## src/hdl/nfb_pkg.sv

```systemverilog
// Shared types, constants and offset-table builders for the nearest-first tile block.
`timescale 1ns / 1ps
package nfb_pkg;

   localparam int DefaultRadius  = 2;
   localparam int DefaultMaxZoom = 20;
   localparam int MaxRadius      = 3;
   localparam int MaxSide        = 2 * MaxRadius + 1;
   localparam int MaxCount       = MaxSide * MaxSide;
   localparam int ZoomW          = 5;
   localparam int CoordW         = 20;
   localparam int OffW           = 3;
   localparam int QueueDepth     = 2;

   typedef struct packed {
      logic signed [OffW-1:0] dx;
      logic signed [OffW-1:0] dy;
   } offset_type;

   typedef offset_type [MaxCount-1:0] order_table_type;
   typedef logic [MaxCount-1:0][MaxSide-1:0] later_table_type;

   // One classified base tile waiting for the walk.
   typedef struct packed {
      logic [ZoomW-1:0]   zoom;
      logic [CoordW-1:0]  x;
      logic [CoordW-1:0]  y;
      logic [MaxSide-1:0] row_ok;
   } base_entry_type;

   // Offsets in rising squared distance, scan order (dx outer, dy inner) on ties.
   function automatic order_table_type build_order(int radius);
      order_table_type tab;
      int              k;
      tab = '0;
      k   = 0;
      for (int d = 0; d <= 2 * radius * radius; d++) begin
         for (int dx = -radius; dx <= radius; dx++) begin
            for (int dy = -radius; dy <= radius; dy++) begin
               if (dx * dx + dy * dy == d) begin
                  tab[k].dx = OffW'(dx);
                  tab[k].dy = OffW'(dy);
                  k++;
               end
            end
         end
      end
      return tab;
   endfunction

   // For each step, the set of row offsets that still occur at later steps.
   function automatic later_table_type build_later(int radius);
      later_table_type tab;
      order_table_type ord;
      offset_type      o;
      int              count;
      tab   = '0;
      ord   = build_order(radius);
      count = (2 * radius + 1) * (2 * radius + 1);
      for (int k = 0; k < count; k++) begin
         for (int j = k + 1; j < count; j++) begin
            o = ord[j];
            tab[k][int'(o.dy) + radius] = 1'b1;
         end
      end
      return tab;
   endfunction

endpackage

```

## src/hdl/nfb_front.sv

```systemverilog
// Front end: classify an incoming base tile and work out which rows of its block are in the grid.
`timescale 1ns / 1ps
module nfb_front import nfb_pkg::*; #(
   parameter int BLOCK_RADIUS = DefaultRadius,
   parameter int MAX_ZOOM     = DefaultMaxZoom
) (
   input  logic              base_valid,
   input  logic [ZoomW-1:0]  base_zoom,
   input  logic [CoordW-1:0] base_x,
   input  logic [CoordW-1:0] base_y,
   output logic              keep,
   output base_entry_type    entry
);

   localparam int Side = 2 * BLOCK_RADIUS + 1;

   logic [MaxSide-1:0]  row_ok;
   logic signed [21:0]  y_sum [Side];

   always_comb begin
      row_ok = '0;
      for (int i = 0; i < Side; i++) begin
         y_sum[i]  = $signed({2'b00, base_y}) + 22'(i - BLOCK_RADIUS);
         // row is inside when non-negative and below 2^zoom
         row_ok[i] = !y_sum[i][21] && ((y_sum[i][20:0] >> base_zoom) == 21'd0);
      end
   end

   assign keep = base_valid && (int'(base_zoom) <= MAX_ZOOM) && (|row_ok);

   assign entry.zoom   = base_zoom;
   assign entry.x      = base_x;
   assign entry.y      = base_y;
   assign entry.row_ok = row_ok;

endmodule

```

## src/hdl/nfb_queue.sv

```systemverilog
// Short queue of classified base tiles between the front end and the walk.
`timescale 1ns / 1ps
module nfb_queue import nfb_pkg::*; (
   input  logic           clock,
   input  logic           reset,
   input  logic           push,
   input  base_entry_type push_data,
   output logic           full,
   input  logic           pop,
   output logic           not_empty,
   output base_entry_type pop_data
);

   localparam int PtrW = $clog2(QueueDepth);
   localparam int CntW = $clog2(QueueDepth + 1);

   base_entry_type slot_ff [QueueDepth];
   logic [PtrW-1:0] wr_ptr_ff, wr_ptr_in;
   logic [PtrW-1:0] rd_ptr_ff, rd_ptr_in;
   logic [CntW-1:0] count_ff, count_in;

   assign full      = (count_ff == CntW'(QueueDepth));
   assign not_empty = (count_ff != '0);
   assign pop_data  = slot_ff[rd_ptr_ff];

   always_comb begin
      wr_ptr_in = wr_ptr_ff;
      rd_ptr_in = rd_ptr_ff;
      count_in  = count_ff;
      if (push) begin
         wr_ptr_in = (wr_ptr_ff == PtrW'(QueueDepth - 1)) ? '0 : wr_ptr_ff + 1'b1;
      end
      if (pop) begin
         rd_ptr_in = (rd_ptr_ff == PtrW'(QueueDepth - 1)) ? '0 : rd_ptr_ff + 1'b1;
      end
      if (push && !pop) begin
         count_in = count_ff + 1'b1;
      end else if (pop && !push) begin
         count_in = count_ff - 1'b1;
      end
   end

   always_ff @(posedge clock) begin
      if (reset) begin
         wr_ptr_ff <= '0;
         rd_ptr_ff <= '0;
         count_ff  <= '0;
      end else begin
         wr_ptr_ff <= wr_ptr_in;
         rd_ptr_ff <= rd_ptr_in;
         count_ff  <= count_in;
      end
   end

   always_ff @(posedge clock) begin
      if (push) begin
         slot_ff[wr_ptr_ff] <= push_data;
      end
   end

endmodule

```

## src/hdl/nfb_walk.sv

```systemverilog
// Back end: step through the nearest-first offset table and emit tiles of one base.
`timescale 1ns / 1ps
module nfb_walk import nfb_pkg::*; #(
   parameter int BLOCK_RADIUS = DefaultRadius
) (
   input  logic              clock,
   input  logic              reset,
   input  logic              q_not_empty,
   input  base_entry_type    q_data,
   output logic              q_pop,
   output logic              rsp_valid,
   input  logic              rsp_stall,
   output logic [ZoomW-1:0]  rsp_tile_zoom,
   output logic [CoordW-1:0] rsp_tile_x,
   output logic [CoordW-1:0] rsp_tile_y,
   output logic              rsp_last_tile
);

   localparam int Side  = 2 * BLOCK_RADIUS + 1;
   localparam int Count = Side * Side;
   localparam int IdxW  = $clog2(Count);
   localparam int RowW  = $clog2(Side);
   localparam order_table_type OrderAll = build_order(BLOCK_RADIUS);
   localparam later_table_type LaterAll = build_later(BLOCK_RADIUS);

   offset_type      order_tab [Count];
   logic [Side-1:0] later_tab [Count];

   for (genvar k = 0; k < Count; k++) begin : g_tab
      assign order_tab[k] = OrderAll[k];
      assign later_tab[k] = LaterAll[k][Side-1:0];
   end

   logic            busy_ff, busy_in;
   logic [IdxW-1:0] idx_ff, idx_in;
   base_entry_type  cur_ff;
   logic            out_valid_ff, out_valid_in;
   logic [ZoomW-1:0]  zoom_ff;
   logic [CoordW-1:0] x_ff, x_in;
   logic [CoordW-1:0] y_ff, y_in;
   logic              last_ff, last_in;

   offset_type      off;
   logic [RowW-1:0] row_sel;
   logic [Side-1:0] rows;
   logic            ok;
   logic            out_free;
   logic            step;
   logic            finish;
   logic            load;
   logic [CoordW-1:0] x_mask;

   always_comb begin
      off      = order_tab[idx_ff];
      rows     = cur_ff.row_ok[Side-1:0];
      row_sel  = RowW'(int'(off.dy) + BLOCK_RADIUS);
      ok       = rows[row_sel];
      out_free = !out_valid_ff || !rsp_stall;
      step     = busy_ff && (!ok || out_free);
      finish   = step && (idx_ff == IdxW'(Count - 1));
      load     = q_not_empty && (!busy_ff || finish);

      // low zoom bits of the column; shift past the width leaves all ones
      x_mask  = ~({CoordW{1'b1}} << cur_ff.zoom);
      x_in    = (cur_ff.x + CoordW'(off.dx)) & x_mask;
      y_in    = cur_ff.y + CoordW'(off.dy);
      last_in = ~|(later_tab[idx_ff] & rows);

      busy_in = busy_ff;
      idx_in  = idx_ff;
      if (load) begin
         busy_in = 1'b1;
         idx_in  = '0;
      end else if (finish) begin
         busy_in = 1'b0;
      end else if (step) begin
         idx_in = idx_ff + 1'b1;
      end

      out_valid_in = out_valid_ff;
      if (out_free) begin
         out_valid_in = busy_ff && ok;
      end
   end

   assign q_pop = load;

   always_ff @(posedge clock) begin
      if (reset) begin
         busy_ff      <= 1'b0;
         idx_ff       <= '0;
         out_valid_ff <= 1'b0;
      end else begin
         busy_ff      <= busy_in;
         idx_ff       <= idx_in;
         out_valid_ff <= out_valid_in;
      end
   end

   always_ff @(posedge clock) begin
      if (load) begin
         cur_ff <= q_data;
      end
      if (out_free && busy_ff && ok) begin
         zoom_ff <= cur_ff.zoom;
         x_ff    <= x_in;
         y_ff    <= y_in;
         last_ff <= last_in;
      end
   end

   assign rsp_valid     = out_valid_ff;
   assign rsp_tile_zoom = zoom_ff;
   assign rsp_tile_x    = x_ff;
   assign rsp_tile_y    = y_ff;
   assign rsp_last_tile = last_ff;

endmodule

```

## src/hdl/nearest_first_tile_block.sv

```systemverilog
// Top level of the nearest-first tile block: front end, base queue and walk.
// Usage:
//   The req_ channel carries one base map tile per request (valid flag, zoom,
//   column, row). For each request the block emits, on the rsp_ channel, the
//   tiles of the square of side 2*BLOCK_RADIUS+1 around the base, nearest
//   first by squared distance, ties in column-then-row scan order. Columns
//   wrap modulo 2^zoom, rows outside the grid are skipped, and the final tile
//   of a base carries rsp_last_tile. A base marked invalid, with zoom above
//   MAX_ZOOM or with no row inside the grid produces no tiles.
//   With the walk idle, a taken request is written into the queue, popped
//   into the walk, and its first tile is registered in the output register;
//   each skipped table entry before that tile delays it further. A queued
//   base waits for the walk in front of it to end.
//   A base that yields tiles is walked through all (2*BLOCK_RADIUS+1)^2
//   entries of the offset table (25 at the default radius), which the walk
//   sequencer steps once a cycle unless rsp_stall holds back a tile to emit;
//   skipped rows still take their step. Dropped requests are taken once a cycle while the queue is not full.
//   A two-entry queue sits between the front end and the walk, so requests
//   keep being taken while a base is walked; req_stall rises only when the
//   queue is full.
//   rsp_stall holds the output register and freezes the walk at the next tile
//   to emit. Reset empties the queue and drops any walk and pending tile.
`timescale 1ns / 1ps
module nearest_first_tile_block import nfb_pkg::*; #(
   parameter int BLOCK_RADIUS = DefaultRadius,
   parameter int MAX_ZOOM     = DefaultMaxZoom
) (
   input  logic              clock,
   input  logic              reset,
   input  logic              req_valid,
   output logic              req_stall,
   input  logic              req_base_valid,
   input  logic [ZoomW-1:0]  req_base_zoom,
   input  logic [CoordW-1:0] req_base_x,
   input  logic [CoordW-1:0] req_base_y,
   output logic              rsp_valid,
   input  logic              rsp_stall,
   output logic [ZoomW-1:0]  rsp_tile_zoom,
   output logic [CoordW-1:0] rsp_tile_x,
   output logic [CoordW-1:0] rsp_tile_y,
   output logic              rsp_last_tile
);

   logic           keep;
   base_entry_type front_entry;
   logic           q_full;
   logic           q_push;
   logic           q_pop;
   logic           q_not_empty;
   base_entry_type q_data;

   // Classify the request as it arrives.
   nfb_front #(
      .BLOCK_RADIUS (BLOCK_RADIUS),
      .MAX_ZOOM     (MAX_ZOOM)
   ) u_front (
      .base_valid (req_base_valid),
      .base_zoom  (req_base_zoom),
      .base_x     (req_base_x),
      .base_y     (req_base_y),
      .keep       (keep),
      .entry      (front_entry)
   );

   // Hold off requests only while the queue is full; drop bases with no tiles.
   assign req_stall = q_full;
   assign q_push    = req_valid && !q_full && keep;

   nfb_queue u_queue (
      .clock     (clock),
      .reset     (reset),
      .push      (q_push),
      .push_data (front_entry),
      .full      (q_full),
      .pop       (q_pop),
      .not_empty (q_not_empty),
      .pop_data  (q_data)
   );

   // Walk the offset table for the base at the head of the queue.
   nfb_walk #(
      .BLOCK_RADIUS (BLOCK_RADIUS)
   ) u_walk (
      .clock         (clock),
      .reset         (reset),
      .q_not_empty   (q_not_empty),
      .q_data        (q_data),
      .q_pop         (q_pop),
      .rsp_valid     (rsp_valid),
      .rsp_stall     (rsp_stall),
      .rsp_tile_zoom (rsp_tile_zoom),
      .rsp_tile_x    (rsp_tile_x),
      .rsp_tile_y    (rsp_tile_y),
      .rsp_last_tile (rsp_last_tile)
   );

endmodule

```

## config.mk

```make
export PLATFORM = sky130hd
export DESIGN_NAME = nearest_first_tile_block
export DESIGN_NICKNAME = d
export VERILOG_FILES = /design/src/hdl/nfb_pkg.sv /design/src/hdl/nfb_front.sv /design/src/hdl/nfb_queue.sv /design/src/hdl/nfb_walk.sv /design/src/hdl/nearest_first_tile_block.sv
export SDC_FILE = /design/constraint.sdc
export NUM_CORES = 1
export LEC_CHECK = 0
export ABC_AREA = 1
export BUFFER_PORTS_ARGS = -buffer_cell sky130_fd_sc_hd__buf_2
export CAP_MARGIN = 40
export CELL_PAD_IN_SITES_DETAIL_PLACEMENT = 0
export CELL_PAD_IN_SITES_GLOBAL_PLACEMENT = 1
export CORE_ASPECT_RATIO = 1.4
export CORE_MARGIN = 1
export CORE_UTILIZATION = 45
export DETAILED_ROUTE_END_ITERATION = 6
export PLACE_DENSITY_LB_ADDON = 0.1
export SLEW_MARGIN = 5
export SYNTH_ARGS = -nofsm -noshare
export SYNTH_HDL_FRONTEND = slang
export SYNTH_SLANG_ARGS = --single-unit
```

## constraint.sdc

```tcl
create_clock -name clock -period 7.5 [get_ports clock]
set_input_delay 1.5 -clock clock [delete_from_list [all_inputs] [get_ports clock]]
set_output_delay 1.5 -clock clock [all_outputs]
set_load 0.02 [all_outputs]
```

==> results.tsv, run 1 <==
stage	metric	value	unit
sta	whs	0.4805	ns
critical_path	worstPathRequired	7.66	ns
place	dp_hpwl	30520	µm
synth	ys_seq_area_share	45.10	%
synth	ys.flop_type	edfxtp_1	
clock_tree	postCtsSetupBuffers	0	
sta	finalSetupViolCount	0	
layout	final_cells	2147	
drt	vias	11810	
layout	final_nets	1856	
drt	dr.pass1.iters	5	
synth	syn_inst	1680	
clock_tree	clock_latency	0.50	ns
drt	wire_per_inst	18.64	µm
global_route	grt_pass1_vias	11720	
clock_tree	h-tree-depth	1	
floorplan	die_width	148.6	µm
sta	finalHoldViolCount	0	
synth	yosys.area.top_type	edfxtp_1	
power_and_ir_drop	power.density	284.7	nW/µm²
drt	drcViolationCount	0	
critical_path	critPathSlowestCell	o21ai_0	
critical_path	crit_arrival	5.28	ns
sta	maxSlewHeadroom	51.41	%
layout	syn2layout_area_growth	10.81	%
clock_tree	cts_hold_buf	0	
clock_tree	cts_resized	0	
critical_path	cp_top_family	simple AND/OR/NAND/NOR gates	
synth	synth.most_common_cell	nand2_1	
synth	synthArstFlopShare	0	%
critical_path	regToRegSetupSlack	3.16	ns
critical_path	crit_path_start_kind	input pin	
global_route	grt_max_degree	53	
place	placed_cells	2111	
clock_tree	cts_buffers	20	
layout	drive_gt1_share	12.17	%
sta	layout_setup_ws	2.378	ns
synth	yosys.area.top_type_share	43.47	%
layout	diodes	0	
drt	routed_via_density	5.498	
global_route	grt-ovfl-total	0	
critical_path	crit_chain	buf_2 -> ha_1 -> nand3_4 -> xor2_1 -> o21ai_0 -> nand4_1 -> nand3_1 -> nand2_1 -> nand2_1 -> nand2_1 -> nor2_1 -> nand3_1 -> nand2_1 -> nand2_1 -> nand3_2 -> nand2_1 -> nor2_4 -> buf_4	
sta	period_minus_slack	5.122	ns
global_route	antenna_found_initial	0	
floorplan	rows	74	
synth	yosys.cell_types.count	60	
synth	synth_common_cells	nand2_1 (565), edfxtp_1 (196), nand3_1 (188)	
drt	ant_nets	0	
sta	finalCritPeriodShare	68.29	%
place	post-place-ws	1.918	ns
place	globalplace.congestion	1.005	
clock_tree	cts.sinks	207	
global_route	track_usage	26.56	%
clock_tree	cts_root_buffer	clkbuf_16	
floorplan	die_y	207.2	µm
synth	synthTopCellsByArea	edfxtp_1 (43%), nand2_1 (16%), nand3_1 (6.9%), ha_1 (4.7%), a21oi_1 (3.4%)	
sta	grt_setup_unrepaired	no	
sta	slew_violations	0	
run_status	status	finished, final reports clean	
sta	fin_skew	0.01125	ns
critical_path	slowest_delay	0.62	ns
floorplan	dieArea	30790	µm²
clock_tree	clock_path_buffers	3	
floorplan	core	29350	µm²
clock_tree	clk_pin_slew	0.06	ns
critical_path	path_class	in -> reg	
drt	drt-initial-drc-count	694	
synth	syn_area	13540	µm²
power_and_ir_drop	leakage	6.495	nW
critical_path	end_kind	flip-flop	
clock_tree	tritoncts	built	
place	place.port_buffers	97	
sta	setup_tns	0	ns
critical_path	cpMostUsedCell	nand2_1	
power_and_ir_drop	ir_worst_vdd	0.1677	mV
critical_path	path_buf_inv	2	
synth	synth_edf_count	196	
drt	wl	40030	µm
synth	yosysWarnings	0	
layout	utilization	51.12	%
synth	synth-seq-cells	207	
critical_path	worst-path-max-fanout	28	
floorplan	ios	98	
sta	tightest_slew	0.7212	ns
synth	syn_nets	1783	
worst_hold_path	hp-class	reg -> reg	
synth	syn_area_per_cell	8.059	µm²
floorplan	initial_core_util	46.13	%
sta	fmax	195.3	MHz
job	maxCapViolCount	0	
global_route	grt_pass1_wl	62590	µm
-- flip-flops by register name (all words and copies together), names as in the netlist --
signal,count
u_queue.slot_ff,100
u_walk.cur_ff,50
u_walk.rsp_tile_x,20
u_walk.rsp_tile_y,20
u_walk.idx_ff,5
u_walk.rsp_tile_zoom,5
u_queue.count_ff,2
u_queue.rd_ptr_ff,1
u_queue.wr_ptr_ff,1
u_walk.busy_ff,1
u_walk.rsp_last_tile,1
u_walk.rsp_valid,1
-- cells in the final DEF, fill, tap and decap left out, types with 4 or more instances in the layout --
cell type,instances
a21oi_1,91
o31ai_1,4
nor2_4,13
buf_4,10
buf_2,97
a31oi_1,6
edfxtp_1,196
nor2_1,102
o21a_1,5
ha_1,51
nand3_2,4
a221oi_1,4
nor3_1,11
nand4_1,26
clkbuf_16,21
nor2_2,13
xor2_1,38
inv_2,9
o21ai_1,18
o211ai_1,9
inv_1,113
dfxtp_1,10
clkinv_1,8
nand3_1,188
nand2_2,11
xnor2_1,8
nand2_1,565
o21ai_0,67
nor3b_1,4
nand2_4,4
clkinv_2,6
-- cell families after synthesis --
logic type	count (synthesis)	synth area share (%)
compound gates	226	9.528
xor+xnor	46	2.976
fa+ha+maj	53	5.009
buf+inv	189	6.053
flops	207	45.10
mux	1	0.07393
simple gates	958	31.26
-- routing by layer --
metal  vias up  GRT usage [%]  part of all wire, %
li1       5852              -                    -
met1      5419          28.74                   37
met2       385          47.57                   51
met3       149          2.176                  4.4
met4         0          20.09                  8.1
met5         -              0                    0
-- cell type report --
class                      count  area [µm²]
clock buffer                  23       543.0
sequential                   207        6107
inverter                     128       481.7
fill                        2874       14350
tap                          380       475.5
clock inverter                13       77.57
multi-input combinational   1284        6643
timing repair buffer         112       675.6
-- stage by stage --
step | cell area, µm² | total power, W
floorplan | 13540 | 0.002879
global placement | 14270 | 0.003308
detailed placement | 14380 | 0.003348
CTS | 15000 | 0.004305
global route | 15000 | 0.004561
finish | 15000 | 0.004271
-- final timing paths --
kind | start | end | cells past startpoint
worst max register to register | u_walk.idx_ff[0] | u_walk.rsp_tile_x[17] | 16
worst min-delay path | u_walk.rsp_valid | u_walk.rsp_valid | 2
worst max-delay path | req_base_y[2] | u_queue.slot_ff[0][6] | 18
worst min register to register | u_walk.rsp_valid | u_walk.rsp_valid | 2
-- report_power, final --
group	switching (W)	internal, W
combinational	0.00110	0.000497
clock	0.000423	0.000525
sequential	0.0000942	0.00164
total	0.00161	0.00266
-- worst reg2reg max path: stages (launching register included) --
cell and delay [ns]:
dfxtp_1 0.43, inv_1 0.18, ha_1 0.38, nor2_1 0.34, nand2_1 0.12, nand3_1 0.12
o32ai_2 0.08, buf_4 0.24, ha_1 0.39, a21oi_1 0.19, o21ai_0 0.11, a221oi_1 0.51
o21ai_0 0.32, a21oi_1 0.30, o21ai_0 0.15, o211ai_1 0.18, a21oi_1 0.06
Note: power is estimated with default switching activity, not from simulation.
==> run 2: changes to the inputs <==
Clock period 7.5 ns to 5.2 ns, I/O delays scaled along.
==> run 2 against run 1 <==
Routed wire length increased by 0.32%; critical path depth shrank 2; global-route usage is 0.18 points lower; final area increased by 1.0%; clock skew is 0.0038 ns higher; setup slack got worse by 1.5 ns; power up 47%; die area stayed put; first-iteration DRC count fell by 15%; critical path type is now reg -> reg; largest cell class unchanged.
==> results.tsv, run 2 (same netlist as run 1, synthesis figures left out) <==
stage	metric	value	unit	change
sta	maxSlewHeadroom	54.15	%	+2.7 points
sta	slew_violations	0		unchanged
layout	nFillCells	2917		+1.5%
drt	wl	40160	µm	+0.32%
power_and_ir_drop	power.density	413.3	nW/µm²	+45%
run_status	status	finished, final reports clean		
drt	routed_via_density	5.428		-1.3%
floorplan	rows	74		unchanged
job	maxCapViolCount	0		unchanged
sta	finalHoldViolCount	0		unchanged
critical_path	worstPathRequired	5.44	ns	-2.22 ns
floorplan	core	29350	µm²	unchanged
sta	setup_tns	0	ns	unchanged
layout	drive_gt1_share	12.77	%	+0.61 points
floorplan	die_width	148.6	µm	unchanged
global_route	grt_max_degree	53		unchanged
sta	fmax	232.7	MHz	
drt	ant_nets	0		unchanged
global_route	grt-ovfl-total	0		unchanged
sta	finalSetupViolCount	0		unchanged
layout	fin_area	15160	µm²	+1.0%
layout	largest_reg_flops	100		unchanged
layout	final_cell_mix	nand2_1 (565), edfxtp_1 (196), nand3_1 (188)		
critical_path	crit_path_start_kind	flip-flop		
global_route	antenna_found_initial	1		+1
layout	regMostFlops	u_queue.slot_ff		
global_route	grt_pass1_vias	11650		-0.54%
power_and_ir_drop	finalPower	0.006264	W	+47%
clock_tree	tritoncts	built		
drt	vias	11760		-0.36%
place	dpl_cell_area	14500	µm²	+0.84%
critical_path	path_class	reg -> reg		
sta	layout_setup_ws	0.9024	ns	-1.476 ns
layout	layout_commonest_cell	nand2_1		
place	globalplace.congestion	0.9974		-0.75%
layout	syn2layout_area_growth	11.94	%	
place	post-place-ws	0.6244	ns	-1.294 ns
global_route	track_usage	26.38	%	-0.18 points
critical_path	crit_arrival	4.54	ns	-0.74 ns
drt	drcViolationCount	0		unchanged
sta	grt_setup_unrepaired	no		
layout	top_regs	u_queue.slot_ff (100), u_walk.cur_ff (50)		
floorplan	initial_core_util	46.13	%	unchanged
place	dp_hpwl	31350	µm	+2.7%
worst_hold_path	hp-class	reg -> reg		
clock_tree	cts_buffers	20		unchanged
clock_tree	h-tree-depth	1		unchanged
critical_path	end_kind	flip-flop		
floorplan	die_y	207.2	µm	unchanged
clock_tree	cts_root_buffer	clkbuf_16		
clock_tree	cts_resized	0		unchanged
clock_tree	clk_pin_slew	0.07	ns	about the same
clock_tree	cts_hold_buf	0		unchanged
clock_tree	clock_latency	0.50	ns	about the same
sta	period_minus_slack	4.298	ns	
clock_tree	cts.sinks	207		unchanged
floorplan	dieArea	30790	µm²	unchanged
global_route	grt_pass1_wl	62070	µm	-0.84%
power_and_ir_drop	ir_worst_vdd	0.1968	mV	+17%
drt	dr.pass1.iters	6		+1
power_and_ir_drop	leakage	6.592	nW	+1.5%
sta	finalCritPeriodShare	82.65	%	
drt	wire_per_inst	18.53	µm	-0.60%
clock_tree	clock_path_buffers	3		unchanged
layout	final_nets	1874		+0.97%
place	place.port_buffers	97		unchanged
sta	fin_skew	0.01509	ns	+0.003840 ns
drt	drt-initial-drc-count	587		-15%
critical_path	worst-path-max-fanout	18		-36%
clock_tree	postCtsSetupBuffers	0		unchanged
sta	tightest_slew	0.6870	ns	-0.03421 ns
floorplan	ios	98		unchanged
==> run 2: layer usage <==
| layer | track usage [%] | part of all wire (%) | vias up |
|---|---|---|---|
| met2 | 49.65 | 53 | 300 |
| met1 | 28.03 | 37 | 5475 |
| li1 | - | - | 5886 |
| met3 | 2.132 | 3.5 | 102 |
| met5 | 0 | 0 | - |
| met4 | 15.96 | 5.9 | 0 |
==> run 2: layout make-up <==
class | instances | area [µm²] | share of cell area, %
Timing Repair Buffer | 130 | 795.8 | 5.251
Antenna cell | 2 | 5.005 | 0.03302
Clock buffer | 28 | 561.8 | 3.707
Sequential cell | 207 | 6107 | 40.30
Tap cell | 380 | 475.5 | 3.137
Inverter | 128 | 481.7 | 3.178
Clock inverter | 8 | 86.33 | 0.5696
Multi-Input combinational cell | 1284 | 6643 | 43.83
==> run 2: metrics by stage <==
step | hold WS, ns | instances | util (%)
floorplan | 0.4244 | 1680 | -
global placement | 0.4691 | 2128 | 49.34
detailed placement | 0.4795 | 2129 | 49.41
CTS | 0.4884 | 2165 | 51.62
global route | 0.5240 | 2166 | 51.63
finish | 0.4842 | 2167 | 51.64
==> run 2: worst paths after layout <==
path / cells after the start / to / slack, ns / start
max: 16 / u_walk.rsp_tile_x[17] / 0.90 / u_walk.idx_ff[0]
max reg2reg: 16 / u_walk.rsp_tile_x[17] / 0.90 / u_walk.idx_ff[0]
min: 2 / u_walk.rsp_valid / 0.48 / u_walk.rsp_valid
min reg2reg: 2 / u_walk.rsp_valid / 0.48 / u_walk.rsp_valid
==> run 2: power by group <==
group	leakage, nW	switching, W	internal (W)	total [W]
registers	1.90	0.000136	0.00236	0.00250
clock network	0.318	0.000590	0.000853	0.00144
logic	4.38	0.00159	0.000732	0.00232
==> run 2: critical path: stages, from the launching register on <==
cell and delay [ns]:
dfxtp_1 0.44, inv_1 0.19, ha_1 0.39, nor2_1 0.35, nand2_1 0.11, nand3_1 0.12, o32ai_2 0.09, buf_4 0.25
ha_1 0.37, a21oi_1 0.22, o21ai_0 0.13, a221oi_1 0.43, o21ai_0 0.29, a21oi_1 0.27, o21ai_0 0.15, o211ai_1 0.17
a21oi_1 0.06
==> run 3: changes to the inputs <==
Settings changed: CORE_UTILIZATION 45 to 42.
Clock period 5.2 ns to 3.7 ns, I/O delays scaled along.
==> run 3 against run 2 <==
Final area grew 8.9%; critical path type unchanged; sequential share of layout area shrank 3.3 points; combinational power grew 55%; critical path depth is the same; flip-flop and latch count is the same; non-clock buffer count grew 158; setup slack lost 0.63 ns; hold slack lost 0.053 ns; clock power grew 27%; core utilization grew 0.45 points; sequential power grew 41%.
==> results.tsv, run 3 (same netlist as run 1, synthesis figures left out) <==
stage	metric	value	unit	change
drt	drcViolationCount	0		unchanged
layout	layout_commonest_cell	nand2_1		
sta	grt_setup_unrepaired	no		
drt	vias	12540		+6.6%
run_status	status	finished, final reports clean		
global_route	grt-ovfl-total	0		unchanged
critical_path	worstPathRequired	3.95	ns	-1.49 ns
sta	whs	0.4308	ns	-0.05342 ns
sta	period_minus_slack	3.431	ns	-0.8666 ns
layout	drive_gt1_share	20.58	%	+7.8 points
layout	largest_reg_flops	100		unchanged
power_and_ir_drop	finalPower	0.008957	W	+43%
layout	syn2layout_area_growth	21.93	%	
layout	final_nets	2030		+8.3%
floorplan	die_y	214.4	µm	+3.5%
power_and_ir_drop	ir_worst_vdd	0.2925	mV	+49%
global_route	antenna_found_initial	1		unchanged
drt	ant_nets	0		unchanged
sta	finalHoldViolCount	0		unchanged
power_and_ir_drop	power.density	542.6	nW/µm²	+31%
global_route	grt_pass1_vias	12760		+9.5%
sta	fmax	291.5	MHz	+25%
floorplan	core	31700	µm²	+8.0%
global_route	grt_pass1_wl	70040	µm	+13%
power_and_ir_drop	leakage	7.362	nW	+12%
place	globalplace.congestion	0.9983		about the same
power_and_ir_drop	power_frac_clock	20.4	%	-2.6 points
sta	fin_skew	0.01170	ns	-0.003389 ns
place	dp_hpwl	36200	µm	+15%
clock_tree	h-tree-depth	1		unchanged
drt	wl	45970	µm	+14%
drt	routed_via_density	5.367		-1.1%
clock_tree	cts.sinks	207		unchanged
floorplan	dieArea	32970	µm²	+7.1%
clock_tree	clock_path_buffers	3		unchanged
power_and_ir_drop	swShare	37.63	%	+0.63 points
clock_tree	cts_root_buffer	clkbuf_16		
floorplan	ios	98		unchanged
power_and_ir_drop	share_comb_of_total_power	40.2	%	+3.1 points
place	place.port_buffers	97		unchanged
layout	fin_area	16510	µm²	+8.9%
sta	finalSetupViolCount	0		unchanged
global_route	grt_max_degree	53		unchanged
clock_tree	clk_pin_slew	0.07	ns	about the same
floorplan	die_width	153.7	µm	+3.5%
critical_path	end_kind	flip-flop		
layout	final_cells	2336		+7.8%
sta	slew_violations	0		unchanged
worst_hold_path	hp-class	in -> reg		
clock_tree	cts_buffers	18		-10%
sta	tightest_slew	0.5858	ns	-0.1012 ns
critical_path	worst-path-max-fanout	10		-8
power_and_ir_drop	power_frac_seq	39.3	%	-0.6 points
drt	dr.pass1.iters	5		-1
layout	top_regs	u_queue.slot_ff (100), u_walk.cur_ff (50)		
layout	regMostFlops	u_queue.slot_ff		
drt	wire_per_inst	19.68	µm	+6.2%
floorplan	initial_core_util	42.72	%	-3.4 points
place	dpl_cell_area	15820	µm²	+9.1%
sta	finalCritPeriodShare	92.73	%	+10 points
place	placed_cells	2298		+7.9%
job	maxCapViolCount	0		unchanged
critical_path	crit_path_start_kind	flip-flop		
power_and_ir_drop	power.switching	0.003370	W	+45%
clock_tree	tritoncts	built		
drt	drt-initial-drc-count	696		+19%
critical_path	path_class	reg -> reg		
sta	maxSlewHeadroom	60.95	%	+6.8 points
clock_tree	clock_latency	0.49	ns	about the same
global_route	track_usage	28.25	%	+1.9 points
layout	final_cell_mix	nand2_1 (564), edfxtp_1 (196), nand3_1 (188)		
critical_path	crit_arrival	3.68	ns	-0.86 ns
power_and_ir_drop	intPower	0.005586	W	+42%
floorplan	rows	77		+4.1%
run 3: worst max-delay path, cell delays in order, from the launching register on:
cell      delay [ns]
dfxtp_1         0.31
buf_4           0.15
ha_1            0.20
or2_2           0.30
nand3_1         0.13
o32ai_4         0.11
buf_12          0.16
ha_1            0.31
a21oi_1         0.17
o21ai_0         0.13
a221oi_2        0.35
buf_4           0.19
o21ai_1         0.10
a21oi_2         0.21
o21ai_0         0.12
o211ai_1        0.17
a21oi_1         0.05
run 3: layout make-up:
type                       count  area, µm²
clock buffer                  27      545.5
clock inverter                 5      25.02
inverter                     128      485.5
multi-input combinational   1284       6713
fill                        3081      15190
antenna                        2      5.005
tap                          395      494.2
timing repair buffer         288       2132
sequential                   207       6108
run 3: repair_timing:
action,CTS,global route
hold buffers,0,0
endpoints found under the setup margin,0,8
resized for setup,0,22
setup buffers,0,4
run 3: stage by stage:
| step | util (%) | setup TNS, ns | setup WS, ns |
|---|---|---|---|
| global route | 52.07 | 0 | 0.006684 |
| global placement | 49.91 | -12.62 | -0.2238 |
| floorplan | - | 0 | 0.009400 |
| detailed placement | 49.91 | -12.13 | -0.2102 |
| CTS | 51.71 | 0 | 0.07059 |
| finish | 52.08 | 0 | 0.2689 |
run 3: power by group through the flow:
stage	Combinational (W)	Sequential (W)	Clock, W
after global routing	0.00401	0.00356	0.00196
after global placement	0.00351	0.00356	0
after detailed placement	0.00355	0.00357	0
after CTS	0.00356	0.00352	0.00188
final	0.00360	0.00352	0.00183
after floorplan	0.00213	0.00370	0
run 3: final timing paths:
| check | start | end | slack, ns | depth (start not counted) |
|---|---|---|---|---|
| worst max-delay path | u_walk.idx_ff[0] | u_walk.rsp_tile_x[17] | 0.27 | 16 |
| worst max register to register | u_walk.idx_ff[0] | u_walk.rsp_tile_x[17] | 0.27 | 16 |
| worst min register to register | u_walk.rsp_valid | u_walk.rsp_valid | 0.48 | 2 |
| worst min-delay path | req_base_x[2] | u_queue.slot_ff[1][27] | 0.43 | 1 |
run 3: per-layer routing:
| layer | GRT usage, % | part of all wire (%) | vias to the layer above |
|---|---|---|---|
| met1 | 27.61 | 35 | 5875 |
| met2 | 54.02 | 53 | 345 |
| li1 | - | - | 6185 |
| met4 | 23.10 | 8.7 | 0 |
| met3 | 1.839 | 2.8 | 133 |
| met5 | 0 | 0 | - |
